[src/hdl/mkdc_pkg.sv]
`timescale 1ns / 1ps
// ----------------------------------------------------------------------------
// mkdc_pkg: shared definitions for the key debounce and chord unit
// Field widths, event codes, register indexes and the key event bundle.
// ----------------------------------------------------------------------------
package mkdc_pkg;

	localparam int TICK_W     = 32;
	localparam int PIN_W      = 5;
	localparam int DEB_W      = 16;
	localparam int KIND_W     = 2;
	localparam int KIDX_W     = 3;
	localparam int COMBO_W    = 6;
	localparam int CFG_IDX_W  = 4;
	localparam int CFG_DATA_W = 16;
	localparam int S_TDATA_W  = 40;
	localparam int M_TDATA_W  = 16;
	localparam int M_TUSER_W  = KIND_W;

	localparam int CHORD_LO_KEY = 3;
	localparam int CHORD_HI_KEY = 4;
	localparam logic [COMBO_W-1:0] CHORD_BITS = 6'h30;

	localparam logic [CFG_IDX_W-1:0] REG_DEBOUNCE = 4'd0;
	localparam logic [CFG_IDX_W-1:0] REG_POLARITY = 4'd1;

	localparam logic [DEB_W-1:0] DEBOUNCE_RESET = 16'd20;

	typedef enum logic [KIND_W-1:0] {
		EV_NONE,
		EV_PRESS,
		EV_RELEASE,
		EV_COMBO
	} event_kind_t;

	typedef struct packed {
		logic              hit;
		logic              press;
		logic [KIDX_W-1:0] idx;
	} key_evt_t;

endpackage

[src/hdl/mkdc_chord.sv]
`timescale 1ns / 1ps
// ----------------------------------------------------------------------------
// mkdc_chord: chord timer for keys 3 and 4
// Tracks when the chord was first held and fires one combo per hold.
// ----------------------------------------------------------------------------
module mkdc_chord
	import mkdc_pkg::*;
(
	input  logic              clk,
	input  logic              arst_n,
	input  logic              en,
	input  logic [TICK_W-1:0] now,
	input  logic              chord_on,
	input  logic [DEB_W-1:0]  debounce,
	output logic              combo
);

	logic              seen_q;
	logic              handled_q;
	logic [TICK_W-1:0] start_q;
	logic [TICK_W-1:0] start_d;
	logic              handled_d;

	always_comb begin
		start_d   = seen_q ? start_q : now;
		handled_d = seen_q & handled_q;
		combo     = chord_on & ~handled_d &
		            ((now - start_d) >= TICK_W'(debounce));
	end

	always_ff @(posedge clk or negedge arst_n) begin
		if (!arst_n) begin
			seen_q    <= 1'b0;
			handled_q <= 1'b0;
			start_q   <= '0;
		end else if (en) begin
			if (chord_on) begin
				seen_q    <= 1'b1;
				start_q   <= start_d;
				handled_q <= handled_d | combo;
			end else begin
				seen_q    <= 1'b0;
				handled_q <= 1'b0;
			end
		end
	end

endmodule

[src/hdl/mkdc_key_bank.sv]
`timescale 1ns / 1ps
// ----------------------------------------------------------------------------
// mkdc_key_bank: per-key debounce state and priority scan
// All keys are timed in parallel; the lowest key with a new stable level wins.
// ----------------------------------------------------------------------------
module mkdc_key_bank
	import mkdc_pkg::*;
#(
	parameter int NUM_KEYS = 5
) (
	input  logic                clk,
	input  logic                arst_n,
	input  logic                en,
	input  logic [TICK_W-1:0]   now,
	input  logic [NUM_KEYS-1:0] pressed,
	input  logic [DEB_W-1:0]    debounce,
	output key_evt_t            evt
);

	localparam int KI_W = $clog2(NUM_KEYS);

	logic [NUM_KEYS-1:0] last_raw_q;
	logic [NUM_KEYS-1:0] stable_q;
	logic [NUM_KEYS-1:0] handled_q;
	logic [TICK_W-1:0]   change_tick_q [NUM_KEYS];

	logic [TICK_W-1:0]   tick_d [NUM_KEYS];
	logic [NUM_KEYS-1:0] handled_d;
	logic [NUM_KEYS-1:0] fire;
	logic [NUM_KEYS-1:0] ev;
	logic [NUM_KEYS-1:0] upd;
	logic [NUM_KEYS-1:0] first;
	logic [KI_W-1:0]     idx_full;

	always_comb begin
		for (int k = 0; k < NUM_KEYS; k++) begin
			if (pressed[k] != last_raw_q[k]) begin
				tick_d[k]    = now;
				handled_d[k] = 1'b0;
			end else begin
				tick_d[k]    = change_tick_q[k];
				handled_d[k] = handled_q[k];
			end
			fire[k]      = ~handled_d[k] & ((now - tick_d[k]) >= TICK_W'(debounce));
			ev[k]        = fire[k] & (pressed[k] != stable_q[k]);
			handled_d[k] = handled_d[k] | fire[k];
		end
		// Keys up to and including the winner are updated; all keys when none fires.
		upd      = ev ^ (ev - NUM_KEYS'(1));
		first    = ev & upd;
		idx_full = '0;
		for (int k = 0; k < NUM_KEYS; k++) begin
			if (first[k]) begin
				idx_full = idx_full | KI_W'(k);
			end
		end
		evt.hit   = |ev;
		evt.press = |(first & pressed);
		evt.idx   = idx_full[KIDX_W-1:0];
	end

	always_ff @(posedge clk or negedge arst_n) begin
		if (!arst_n) begin
			last_raw_q    <= '0;
			stable_q      <= '0;
			handled_q     <= '0;
			change_tick_q <= '{default: '0};
		end else if (en) begin
			for (int k = 0; k < NUM_KEYS; k++) begin
				if (upd[k]) begin
					last_raw_q[k]    <= pressed[k];
					change_tick_q[k] <= tick_d[k];
					handled_q[k]     <= handled_d[k];
					if (first[k]) begin
						stable_q[k] <= pressed[k];
					end
				end
			end
		end
	end

endmodule

[src/hdl/multi_key_debounce_with_combo_unit.sv]
`timescale 1ns / 1ps
// ----------------------------------------------------------------------------
// multi_key_debounce_with_combo_unit: key debounce with chord detection
// Turns scan words of tick and pin levels into press, release and combo words.
// ----------------------------------------------------------------------------
// The unit takes scan words and returns exactly one result word for each,
// carried first in the input register and then in the result register.
// All keys and the chord timer are compared against the debounce time in
// parallel in the combinational logic between those two registers, so
// the rate is one word per cycle for as long as the result side
// takes words. Configuration writes complete at once and are meant to be
// made while no scan word is in flight.
// ----------------------------------------------------------------------------
module multi_key_debounce_with_combo_unit
	import mkdc_pkg::*;
#(
	parameter int NUM_KEYS = 5
) (
	input  logic                  clk,
	input  logic                  arst_n,
	input  logic                  s_tvalid,
	output logic                  s_tready,
	input  logic [S_TDATA_W-1:0]  s_tdata,   // now_tick[31:0], pin_levels[36:32]
	output logic                  m_tvalid,
	input  logic                  m_tready,
	output logic [M_TDATA_W-1:0]  m_tdata,   // key_index[2:0], combo_bits[8:3]
	output logic [M_TUSER_W-1:0]  m_tuser,   // event_kind[1:0]
	input  logic                  cfg_valid,
	output logic                  cfg_ready,
	input  logic [CFG_IDX_W-1:0]  cfg_index,
	input  logic [CFG_DATA_W-1:0] cfg_data
);

	logic [DEB_W-1:0]    debounce_q;
	logic [PIN_W-1:0]    polarity_q;

	logic                valid_s1;
	logic [TICK_W-1:0]   now_s1;
	logic [PIN_W-1:0]    pins_s1;

	logic                out_valid_q;
	event_kind_t         kind_q;
	logic [KIDX_W-1:0]   idx_q;
	logic [COMBO_W-1:0]  combo_bits_q;

	logic                advance;
	logic [NUM_KEYS-1:0] pressed;
	logic                chord_on;
	logic                combo;
	key_evt_t            key_evt;
	event_kind_t         kind_d;

	assign advance   = valid_s1 & (~out_valid_q | m_tready);
	assign s_tready  = ~valid_s1 | advance;
	assign cfg_ready = 1'b1;

	assign pressed  = ~NUM_KEYS'(pins_s1 ^ polarity_q);
	assign chord_on = pressed[CHORD_LO_KEY] & pressed[CHORD_HI_KEY];

	always_ff @(posedge clk or negedge arst_n) begin
		if (!arst_n) begin
			debounce_q <= DEBOUNCE_RESET;
			polarity_q <= '0;
		end else if (cfg_valid) begin
			case (cfg_index)
				REG_DEBOUNCE: begin
					debounce_q <= cfg_data;
				end
				REG_POLARITY: begin
					polarity_q <= cfg_data[PIN_W-1:0];
				end
				default: begin
				end
			endcase
		end
	end

	always_ff @(posedge clk or negedge arst_n) begin
		if (!arst_n) begin
			valid_s1 <= 1'b0;
			now_s1   <= '0;
			pins_s1  <= '0;
		end else if (s_tvalid && s_tready) begin
			valid_s1 <= 1'b1;
			now_s1   <= s_tdata[TICK_W-1:0];
			pins_s1  <= s_tdata[TICK_W+PIN_W-1:TICK_W];
		end else if (advance) begin
			valid_s1 <= 1'b0;
		end
	end

	mkdc_chord u_chord (
		.clk      (clk),
		.arst_n   (arst_n),
		.en       (advance),
		.now      (now_s1),
		.chord_on (chord_on),
		.debounce (debounce_q),
		.combo    (combo)
	);

	mkdc_key_bank #(
		.NUM_KEYS (NUM_KEYS)
	) u_key_bank (
		.clk      (clk),
		.arst_n   (arst_n),
		.en       (advance & ~combo),
		.now      (now_s1),
		.pressed  (pressed),
		.debounce (debounce_q),
		.evt      (key_evt)
	);

	always_comb begin
		if (combo) begin
			kind_d = EV_COMBO;
		end else if (key_evt.hit) begin
			kind_d = key_evt.press ? EV_PRESS : EV_RELEASE;
		end else begin
			kind_d = EV_NONE;
		end
	end

	always_ff @(posedge clk or negedge arst_n) begin
		if (!arst_n) begin
			out_valid_q  <= 1'b0;
			kind_q       <= EV_NONE;
			idx_q        <= '0;
			combo_bits_q <= '0;
		end else if (advance) begin
			out_valid_q  <= 1'b1;
			kind_q       <= kind_d;
			idx_q        <= (combo || !key_evt.hit) ? '0 : key_evt.idx;
			combo_bits_q <= combo ? CHORD_BITS : '0;
		end else if (m_tready) begin
			out_valid_q <= 1'b0;
		end
	end

	assign m_tvalid = out_valid_q;
	assign m_tdata  = M_TDATA_W'({combo_bits_q, idx_q});
	assign m_tuser  = kind_q;

`ifndef NO_ASSERTIONS
	a_combo_word: assert property (@(posedge clk) disable iff (!arst_n)
		advance && combo |=> m_tvalid && m_tuser == EV_COMBO &&
		m_tdata[KIDX_W-1:0] == '0 && m_tdata[KIDX_W+COMBO_W-1:KIDX_W] == CHORD_BITS)
		else $error("combo scan did not give a combo result word");

	a_s1_hold: assert property (@(posedge clk) disable iff (!arst_n)
		valid_s1 && !advance |=> valid_s1 && $stable(now_s1) && $stable(pins_s1))
		else $error("input register lost a scan word");

	a_result_loaded: assert property (@(posedge clk) disable iff (!arst_n)
		advance |=> out_valid_q)
		else $error("processed scan word gave no result word");
`endif

endmodule

[config.mk]
export PLATFORM = sky130hd
export DESIGN_NAME = multi_key_debounce_with_combo_unit
export DESIGN_NICKNAME = d
export VERILOG_FILES = /design/src/hdl/mkdc_pkg.sv /design/src/hdl/mkdc_chord.sv /design/src/hdl/mkdc_key_bank.sv /design/src/hdl/multi_key_debounce_with_combo_unit.sv
export SDC_FILE = /design/constraint.sdc
export NUM_CORES = 1
export LEC_CHECK = 0
export BUFFER_PORTS_ARGS = -buffer_cell sky130_fd_sc_hd__buf_2
export CORE_MARGIN = 2
export CORE_UTILIZATION = 35
export CTS_BUF_LIST = sky130_fd_sc_hd__clkbuf_4 sky130_fd_sc_hd__clkbuf_8
export DETAILED_ROUTE_END_ITERATION = 16
export GPL_ROUTABILITY_DRIVEN = 0
export HOLD_SLACK_MARGIN = 0.05
export SLEW_MARGIN = 5
export SYNTH_ARGS = -nofsm -noshare
export SYNTH_HDL_FRONTEND = slang
export SYNTH_SLANG_ARGS = --single-unit
[constraint.sdc]
create_clock -name clk -period 10 [get_ports clk]
set_clock_uncertainty 0.1 [all_clocks]
set_input_delay 1 -clock clk [delete_from_list [all_inputs] [get_ports clk]]
set_output_delay 1 -clock clk [all_outputs]
set_load 0.005 [all_outputs]
==> results.sh, run 1 <==
export IMPL_cp_required_ns=10.48
export IMPL_grtUsageTotal_pct=21.9
export IMPL_ys_async_sr_fraction_pct=100
export IMPL_rows=101
export IMPL_ys_flop_type="dfrtp_1"
export IMPL_cts_tree="built"
export IMPL_yosysMostFrequentCell="nand2_1"
export IMPL_layout_nets=3597
export IMPL_cp_start_kind="flop"
export IMPL_dieArea_um2=79400
export IMPL_yosys_cell_types_count=107
export IMPL_hold_class="in2async"
export IMPL_clk_insertion_delay_late_ns=0.70
export IMPL_fillers=7740
export IMPL_worst_r2r_setup_slack_ns=1.10
export IMPL_synth_cells=3231
export IMPL_synth_top_area_cell="dfrtp_1"
export IMPL_syn_area_per_cell_um2=8.36
export IMPL_io_pin_count=86
export IMPL_netlist_top_cells_count="322 x nand2_1, 311 x a21oi_1, 273 x dfrtp_1, 264 x ha_1, 258 x o21ai_0"
export IMPL_drtAntennaViolNets=0
export IMPL_grt_pass1_wl_um=135000
export IMPL_slew_viol_final=0
export IMPL_crit_arrival_ns=9.38
export IMPL_timing_hold_ws_ns=0.260
export IMPL_worst_slew_pin_slew_ns=1.03
export IMPL_ys_seq_area_share_pct=25.5
export IMPL_period_share_pct=89.0
export IMPL_antenna_found_initial=1
export IMPL_hpwlAfterDp_um=66400
export IMPL_max_slew_margin_pct=31.5
export IMPL_cts_root_buffer_cell="clkbuf_8"
export IMPL_drc_errors=0
export IMPL_cts_buffer_depth=3
export IMPL_drt_iter0_drc=1797
export IMPL_drive_above_1_share_pct=11.5
export IMPL_postCtsHoldBufs=0
export IMPL_cts_max_level=2
export IMPL_core_area_um2=76200
export IMPL_io_buffers=70
export IMPL_rsz0062_at_grt="no"
export IMPL_numCtsBuffers=55
export IMPL_end_kind="flop"
export IMPL_ys_ff_latch=275
export IMPL_grt_pass1_vias=23232
export IMPL_finalCoreUtilization_pct=39.0
export IMPL_synth_top_cell_area_share_pct=25.3
export IMPL_start_util_pct=35.4
export IMPL_run_status="complete, no violations"
export IMPL_grt_max_degree=91
export IMPL_drt_total_wl_um=88000
export IMPL_synthesis_area_um2=27000
export IMPL_area_growth_pct=10.2
export IMPL_hold_viol=0
export IMPL_fp_dieH_um=282
export IMPL_clkSinkCount=275
export IMPL_path_max_fanout=34
export IMPL_cts_resized=0
export IMPL_maxCapViolCount=0
export IMPL_fp_dieW_um=282
export IMPL_vias=24777
export IMPL_yosys_warnings=0
export IMPL_drtPass1Iterations=6
export IMPL_overflow=0
export IMPL_ys_top_cells_by_area="dfrtp_1 25%, ha_1 12%, mux2i_1 6.9%"
export IMPL_synth_edf_count=0
export IMPL_setup_viol=0
export IMPL_min_period_ns=8.90
export IMPL_wl_per_cell_um=20.3
export IMPL_path_clk_slew_ns=0.07
export IMPL_fin_setup_tns_ns=0
export IMPL_cts_setup_buffers=0
export IMPL_fmax_mhz=112
export IMPL_viasPerCell=5.71
export IMPL_path_class="reg2reg"
==> cell usage in the layout, fill, tap and decap left out, types with 55 or more instances in the layout <==
master    synthesis  layout
nor3_1           58      58
nand3_1          59      58
inv_1           110     110
a21oi_1         311     311
ha_1            264     264
a21o_1           86      86
clkbuf_8          0      71
nand2_1         322     321
xnor2_1          73      73
a31oi_1          60      60
mux2_2           73      73
xor2_1           65      63
nor2_1          188     188
dfrtp_1         273     272
o21ai_0         258     258
buf_2            36      69
mux2i_1         186     186
buf_4            16      61
nand4_1          62      62
nand2b_1         55      55
==> cells by family (layout without fill, tap and decap cells) <==
| logic type | Yosys count | after routing | share of synthesized area [%] |
|---|---|---|---|
| AOI/OAI and AO/OA | 1058 | 1058 | 24.9 |
| and+or+nand+nor | 925 | 925 | 16.8 |
| adders and majority gates | 285 | 285 | 13.2 |
| DFF | 275 | 275 | 25.5 |
| buffers and inverters | 275 | 344 | 4.27 |
| muxes | 266 | 266 | 10.3 |
| xor gates and xnor gates | 145 | 145 | 5.07 |
| other | 2 | 13 | 0.0278 |
==> state kept, by name, summed over array words and instances, names as in the netlist, 3 cells and up <==
name	flops
debounce_q	16
idx_q	3
now_s1	32
pins_s1	5
polarity_q	5
u_chord.start_q	32
u_key_bank.change_tick_q	160
u_key_bank.handled_q	5
u_key_bank.last_raw_q	5
u_key_bank.stable_q	5
==> critical path, cell delays in order (launching register included) <==
cell,delay [ns]
dfrtp_1,0.46
xor3_2,0.97
nor2_1,0.09
a21oi_1,0.23
ha_1,0.27
nor2b_1,0.15
nor2_1,0.28
a32oi_1,0.20
a221oi_2,0.82
o211a_1,0.31
nor2_1,0.08
xor2_1,0.15
ha_1,0.21
a211oi_1,0.20
o21a_1,0.15
o21ai_0,0.07
or4b_2,0.63
nor4b_1,0.38
nand4_1,0.15
nor4_2,0.44
a21oi_2,0.19
nand2b_4,0.19
nor2_1,0.34
ha_1,0.37
xor2_4,0.61
buf_4,0.45
a21oi_1,0.11
a31oi_1,0.18
==> cell type report <==
type | count | area [um2] | area share, %
multi-input cells | 2691 | 19100 | 64.1
flip-flops and latches | 275 | 6890 | 23.1
well taps | 1030 | 1290 | 4.33
clock buffers | 86 | 1090 | 3.66
repair buffers | 131 | 818 | 2.75
inverters | 110 | 413 | 1.39
clock inverters | 17 | 176 | 0.593
diodes | 1 | 2.50 | 0.00841
==> per-stage QoR <==
step / cell area (um2) / cells / setup slack, ns
finish: 29800 / 4341 / 1.10
detailed placement: 28500 / 4237 / 1.17
floorplan: 27000 / 3241 / 2.73
CTS: 29700 / 4340 / 1.17
global route: 29800 / 4341 / 0.528
global placement: 28500 / 4237 / 1.27
==> metal layers <==
| metal | part of all wire (%) | GRT usage [%] |
|---|---|---|
| met3 | 4.3 | 2.25 |
| met1 | 43 | 27.0 |
| met5 | 0 | 0 |
| met4 | 5.3 | 11.2 |
| met2 | 48 | 37.9 |
==> path summary, 6_finish.rpt <==
kind	cells after the start	from	endpoint
min	1	arst_n	u_key_bank.change_tick_q[91]
max in group asynchronous	3	arst_n	u_key_bank.change_tick_q[22]
min reg2reg	2	u_key_bank.change_tick_q[27]	u_key_bank.change_tick_q[27]
min in group clk	2	u_key_bank.change_tick_q[27]	u_key_bank.change_tick_q[27]
max	27	polarity_q[0]	u_key_bank.change_tick_q[42]
max reg2reg	27	polarity_q[0]	u_key_bank.change_tick_q[42]
Power of run 1 is not shown: default switching activity piles up to over one toggle a cycle in this logic, so the estimate is an artifact.
==> run 2: changes to the inputs <==
--- a/config.mk
+++ b/config.mk
@@ -12,6 +12,7 @@
 export DETAILED_ROUTE_END_ITERATION = 16
 export GPL_ROUTABILITY_DRIVEN = 0
 export HOLD_SLACK_MARGIN = 0.05
+export PLACE_DENSITY = 0.55
 export SLEW_MARGIN = 5
 export SYNTH_ARGS = -nofsm -noshare
 export SYNTH_HDL_FRONTEND = slang
==> results.sh, run 2 (synthesized netlist as in run 1, its figures left out) <==
export IMPL_fmax_mhz=117
export IMPL_worst_r2r_setup_slack_ns=1.47
export IMPL_rows=101
export IMPL_maxCapViolCount=0
export IMPL_slowest_delay_ns=0.82
export IMPL_worst_slew_pin_slew_ns=1.01
export IMPL_drc_errors=0
export IMPL_max_slew_margin_pct=30.9
export IMPL_drt_total_wl_um=89600
export IMPL_finalCoreUtilization_pct=39.1
export IMPL_grtUsageTotal_pct=22.5
export IMPL_fp_dieH_um=282
export IMPL_path_max_fanout=33
export IMPL_min_period_ns=8.53
export IMPL_cts_buffer_depth=3
export IMPL_path_class="reg2reg"
export IMPL_crit_family="compound AO/OA/AOI/OAI gates"
export IMPL_r2r_cells=30
export IMPL_cts_tree="built"
export IMPL_dieArea_um2=79400
export IMPL_numCtsBuffers=56
export IMPL_cts_resized=0
export IMPL_r2r_start="polarity_q[4]"
export IMPL_setup_viol=0
export IMPL_path_buf_inv=3
export IMPL_cp_start_kind="flop"
export IMPL_start_util_pct=35.4
export IMPL_drtAntennaViolNets=0
export IMPL_clk_insertion_delay_late_ns=0.69
export IMPL_crit_arrival_ns=8.95
export IMPL_path_clk_slew_ns=0.06
export IMPL_hold_class="in2async"
export IMPL_fin_setup_tns_ns=0
export IMPL_overflow=0
export IMPL_drtPass1Iterations=7
export IMPL_mostFrequentLayoutCells="321 x nand2_1, 311 x a21oi_1, 272 x dfrtp_1, 264 x ha_1, 258 x o21ai_0"
export IMPL_core_area_um2=76200
export IMPL_drive_above_1_share_pct=11.4
export IMPL_end_kind="flop"
export IMPL_mostFrequentLayoutCell="nand2_1"
export IMPL_antenna_cells=0
export IMPL_wl_per_cell_um=20.6
export IMPL_grt_pass1_vias=23377
export IMPL_clkSinkCount=275
export IMPL_cts_setup_buffers=0
export IMPL_hold_viol=0
export IMPL_r2r_end="u_key_bank.change_tick_q[18]"
export IMPL_postCtsHoldBufs=0
export IMPL_slew_viol_final=0
export IMPL_vias=24639
export IMPL_dr_wl_met2_um=44000
export IMPL_largest_register_ffs=160
export IMPL_startpoint="polarity_q[4]"
export IMPL_period_share_pct=85.3
export IMPL_fin_area_um2=29800
export IMPL_cts_max_level=2
export IMPL_top_regs="u_key_bank.change_tick_q: 160 flops, now_s1: 32 flops, u_chord.start_q: 32 flops"
export IMPL_io_pin_count=86
export IMPL_antenna_found_initial=1
export IMPL_area_growth_pct=10.3
export IMPL_cp_slowest_cell="a2111oi_0"
export IMPL_placed_area_um2=28400
export IMPL_cts_root_buffer_cell="clkbuf_8"
export IMPL_drt_iter0_drc=1658
export IMPL_io_buffers=70
export IMPL_grt_pass1_wl_um=139000
export IMPL_wl_met3_um=3100
export IMPL_grt_max_degree=82
export IMPL_largest_register="u_key_bank.change_tick_q"
export IMPL_viasPerCell=5.68
export IMPL_layout_nets=3592
export IMPL_timing_hold_ws_ns=0.218
export IMPL_cp_required_ns=10.42
export IMPL_maxUsedRoutingLayer="met4"
export IMPL_fp_dieW_um=282
export IMPL_met1_length_um=39500
export IMPL_hpwlAfterDp_um=66700
export IMPL_cpMostUsedCell="nand2_1"
export IMPL_run_status="complete, no violations"
export IMPL_rsz0062_at_grt="no"
-- run 2: how the worst max path moves through the flow --
stage	endpoint	cells past startpoint
after floorplan	u_key_bank.change_tick_q[31]	29
after global placement	u_key_bank.change_tick_q[24]	30
after detailed placement	u_key_bank.change_tick_q[18]	30
after CTS	u_key_bank.change_tick_q[18]	30
after global routing	u_key_bank.change_tick_q[22]	31
final	u_key_bank.change_tick_q[18]	30
-- run 2: layer usage --
metal / vias to the layer above / GRT usage (%)
li1: 12079 / -
met1: 11880 / 28.8
met2: 526 / 39.8
met3: 154 / 2.22
met4: 0 / 6.98
met5: - / 0
-- run 2: area by class of cell --
type	count	area [um2]
Clock buffer	82	1090
Clock inverter	24	268
Fill cell	7779	46400
Inverter	110	413
Multi-Input combinational cell	2691	19100
Sequential cell	275	6890
Tap cell	1030	1290
Timing Repair Buffer	125	773
-- run 2: per-stage QoR --
step	worst slack, ns	std cells
5_1_grt	0.939	4337
6_report	1.47	4337
3_3_place_gp	1.78	4231
4_1_cts	1.59	4337
2_1_floorplan	2.73	3241
3_5_place_dp	1.66	4231
Power of run 2 is left out for the same reason.
